[src/hw/rtl/epsi_mul.sv]
// ----------------------------------------------------------------------------
// epsi_mul: shared signed multiplier
// 33 x 33 signed multiply with a registered product; unsigned limbs enter
// zero extended.
// ----------------------------------------------------------------------------
module epsi_mul (
  input  logic               clk_i,
  input  logic signed [32:0] a_i,
  input  logic signed [32:0] b_i,
  output logic signed [65:0] prod_o
);

  always_ff @(posedge clk_i) begin
    prod_o <= a_i * b_i;
  end

endmodule

[config.mk]
export PLATFORM = sky130hd
export DESIGN_NAME = epsi_mul
export DESIGN_NICKNAME = d
export VERILOG_FILES = /design/src/hw/rtl/epsi_mul.sv
export SDC_FILE = /design/constraint.sdc
export NUM_CORES = 2
export LEC_CHECK = 0
export BUFFER_PORTS_ARGS = -buffer_cell sky130_fd_sc_hd__buf_4
export CAP_MARGIN = 15
export CORE_ASPECT_RATIO = 2
export CORE_MARGIN = 3
export CORE_UTILIZATION = 40
export CTS_BUF_LIST = sky130_fd_sc_hd__clkbuf_4
export DETAILED_ROUTE_END_ITERATION = 8
export PLACE_DENSITY = 0.66
export SYNTH_ARGS = -nofsm -noshare
export SYNTH_HDL_FRONTEND = slang
export SYNTH_SLANG_ARGS = --single-unit
[constraint.sdc]
create_clock -name clk_i -period 8.65 [get_ports clk_i]
set_input_delay 0.4325 -clock clk_i [delete_from_list [all_inputs] [get_ports clk_i]]
set_output_delay 0.4325 -clock clk_i [all_outputs]
set_load 0.01 [all_outputs]
==> results.md <==
- Post-synthesis net count: 5767
- Arrival time reported for the critical path endpoint: 8160 ps
- GRT Resource Usage Total: 0.240
- Simple-Gate Fraction of Synth Area: 0.158
- Clock root buffer: sky130_fd_sc_hd__clkbuf_4
- Setup repair bufs after CTS: 0
- Cell type with the largest total area after synthesis: sky130_fd_sc_hd__fa_1
- Slew Viols, Final: 0
- Total clock buffers created by CTS: 9
- Req. time, crit path: 9090 ps
- Post-route standard cell area excluding fillers: 42900 um2
- Number of fill cells: 10.0k
- Main combinational cell family by area after synthesis: adder cells
- Area fraction in compound gates after synthesis: 0.0407
- Most numerous cell in the Yosys netlist: sky130_fd_sc_hd__fa_1
- Hold Path Sink: prod_o[0]
- Xor and xnor area share after synthesis: 0.0146
- Final Wtd Congestion: 0.931
- Post-route antenna net violation count: 0
- Average cell area after synthesis: 9.39 um2
- Wire length reported by the detailed router: 124000 um
- Predominant post-synthesis flop cell: sky130_fd_sc_hd__dfxtp_1
- Hold crit path type: input pin to flop
- Count of boundary I/O pins: 133
- Result of the run: finished, final reports clean
- Yosys cell types: 80
- Post-synthesis to final-layout area growth: 5.31%
- Synth top cells by count: 1145 x sky130_fd_sc_hd__fa_1, 1131 x sky130_fd_sc_hd__inv_1, 562 x sky130_fd_sc_hd__and2_1, 551 x sky130_fd_sc_hd__nand2_1, 217 x sky130_fd_sc_hd__ha_1
- Number of vias per cell: 5.20
- Number of enable flip-flop cells after synthesis: 0
- Layout cells sized above 1: 0.0465
- Vias in the first global route: 33.8k
- Global-route track usage on met1: 0.217
- Final period demand of the worst path: 7720 ps
- Largest driver fanout on the critical path: 33
- Share of the yosys chip area belonging to registers: 0.0324
- Final setup fails: 0
- Cell area after technology mapping: 40700 um2
- Crit path kind: input pin to flop
- Initial antenna violation count: 10
- DP Area: 42600 um2
- Largest reg by FF count: prod_o
- FFs w/ async S/R, synth: 0
- Routed length per instance: 22.0 um
- Combined area of the multi-input logic cells: 34300 um2
- Count of routing violations after the opening detailed-route iteration: 1532
- Buffers from clock root to sink, at most: 2
- Number of H-tree branching levels: 3
- Initial core utilization: 0.403
- Number of hold violations in the final report: 0
- Busiest layer in global routing: met2
- Fraction of met2 tracks used by global routing: 0.445
- Kind of launch point of the worst setup path: input pin
- Pin count of the biggest net entering global routing: 34
- Number of sinks on the clock net: 66
- Wire length of the first global-routing pass: 189000 um
- Hold wc startpoint: b_i[0]
- Vias: 29.3k
- Fmax: 0.130 GHz
- Sum of negative setup slack: 0 ps
- Capturing element type of the critical path: flop
- Footprint of the flip-flops and latches: 1320 um2
- Met3 demand-to-capacity share in global routing: 0.0269
- Number of cells on the worst hold path: 2
- Post-synthesis sequential element count: 66
- Max FFs per register: 66
- Post-CTS resize count: 0
- Layout Nets: 5703
- Area enclosed by the die boundary: 106000 um2
- Overall overflow remaining after global route: 0
- Residual DRC: 0
- Quantity of hold-fixing buffers added after cts: 0
- Top cell type's share of synthesized area: 0.563
- Adder-cell area share of the yosys netlist: 0.629
- Clock tree from TritonCTS: done
- Clock transition at the register clock pins on the worst setup and hold paths after CTS: 160 ps
- Number of standard-cell rows in the floorplan: 165
- Floorplan die height: 457 um
- Top cells by area in the synthesized netlist: sky130_fd_sc_hd__fa_1 56%, sky130_fd_sc_hd__inv_1 10%, sky130_fd_sc_hd__and2_1 8.6%
- Period Utilization, post-route: 0.892
- Dpl hpwl: 103000 um
- Core Area: 101000 um2
- Unrepaired setup endpoints after global routing: false
- Buffers on Ports: 132
- Biggest registers after layout: prod_o: 66 flops
- Iteration count of the initial detailed-routing pass: 7
- Worst rel slew slack: 0.507
- Number of warnings printed during yosys synthesis: 0
- Worst-Margin Slew: 739 ps
- Gate count after technology mapping: 4338
- Multiplexer share of the synthesized area: 0
- Die extent in x: 232 um
- Max-cap violations: 0
-- placed cells by master, fill, tap and decap left out, drive strengths merged, types with 3 or more instances in the layout --
cell / count
a211o: 6
a211oi: 11
a21boi: 3
a21o: 38
a21oi: 61
a221oi: 3
a31oi: 9
and2: 563
and3: 6
and4: 5
buf: 146
bufinv: 3
clkbuf: 9
dfxtp: 66
diode: 13
fa: 1145
ha: 217
inv: 1133
nand2: 551
nand2b: 12
nand3: 26
nand4: 12
nor2: 68
nor2b: 5
nor3: 7
nor4: 3
o211ai: 5
o21a: 6
o21ai: 33
o21bai: 11
o31ai: 7
or2: 3
or3: 3
xnor2: 43
xor2: 25
-- critical path, stage by stage --
cell and delay, ps:
sky130_fd_sc_hd__buf_4 320, sky130_fd_sc_hd__nand2_1 150, sky130_fd_sc_hd__inv_1 150, sky130_fd_sc_hd__fa_1 490, sky130_fd_sc_hd__fa_1 560, sky130_fd_sc_hd__fa_1 740, sky130_fd_sc_hd__buf_4 230, sky130_fd_sc_hd__fa_1 440
sky130_fd_sc_hd__fa_1 500, sky130_fd_sc_hd__fa_1 510, sky130_fd_sc_hd__fa_1 490, sky130_fd_sc_hd__inv_1 50, sky130_fd_sc_hd__fa_1 470, sky130_fd_sc_hd__inv_1 40, sky130_fd_sc_hd__ha_1 440, sky130_fd_sc_hd__nand3_1 280
sky130_fd_sc_hd__nor2_1 310, sky130_fd_sc_hd__nand2_1 160, sky130_fd_sc_hd__nor3_1 540, sky130_fd_sc_hd__o311ai_4 270, sky130_fd_sc_hd__nand3_2 180, sky130_fd_sc_hd__a211oi_1 90, sky130_fd_sc_hd__a311oi_1 270
-- how the worst max path moves through the flow --
stage / from / to / slack, ps / depth (start not counted)
after floorplan: a_i[32] / prod_o[62] / 980 / 23
after global placement: b_i[0] / prod_o[64] / 340 / 23
after detailed placement: b_i[6] / prod_o[58] / 460 / 24
after CTS: b_i[2] / prod_o[64] / 990 / 23
after global routing: b_i[0] / prod_o[64] / 600 / 23
final: b_i[0] / prod_o[64] / 930 / 23
-- layout make-up --
class,count,share of cell area
diodes,13,0.000758
clock buffers,9,0.00158
clock inverters,7,0.00292
inverters,1131,0.0990
multi-input cells,2920,0.800
flip-flops and latches,66,0.0308
well taps,1336,0.0390
repair buffers,146,0.0260
-- cells by family after synthesis --
logic type,after synthesis
XOR/XNOR,68
buffers and inverters,1352
AO/OA/AOI/OAI,219
flip-flops,66
AND/OR/NAND/NOR,1271
adder cells (fa/ha/maj),1362
-- layer usage --
layer | vias to the layer above | routed length [um]
li1 | 12200 | -
met4 | 0 | 16100
met5 | - | 0
met2 | 1049 | 67700
met1 | 15400 | 35200
met3 | 564 | 4650
-- stage by stage --
stage | cells | hold slack (ps) | worst slack [ps] | util
final | 5628 | 306 | 932 | 0.424
after global routing | 5619 | 280 | 603 | 0.424
after CTS | 5614 | 246 | 990 | 0.423
after detailed placement | 5598 | 826 | 464 | 0.422
after global placement | 5598 | 827 | 336 | 0.422
after floorplan | 4338 | 560 | 981 | -
Power is not shown: default switching activity piles up to over one toggle a cycle in this logic, so the estimate is an artifact.
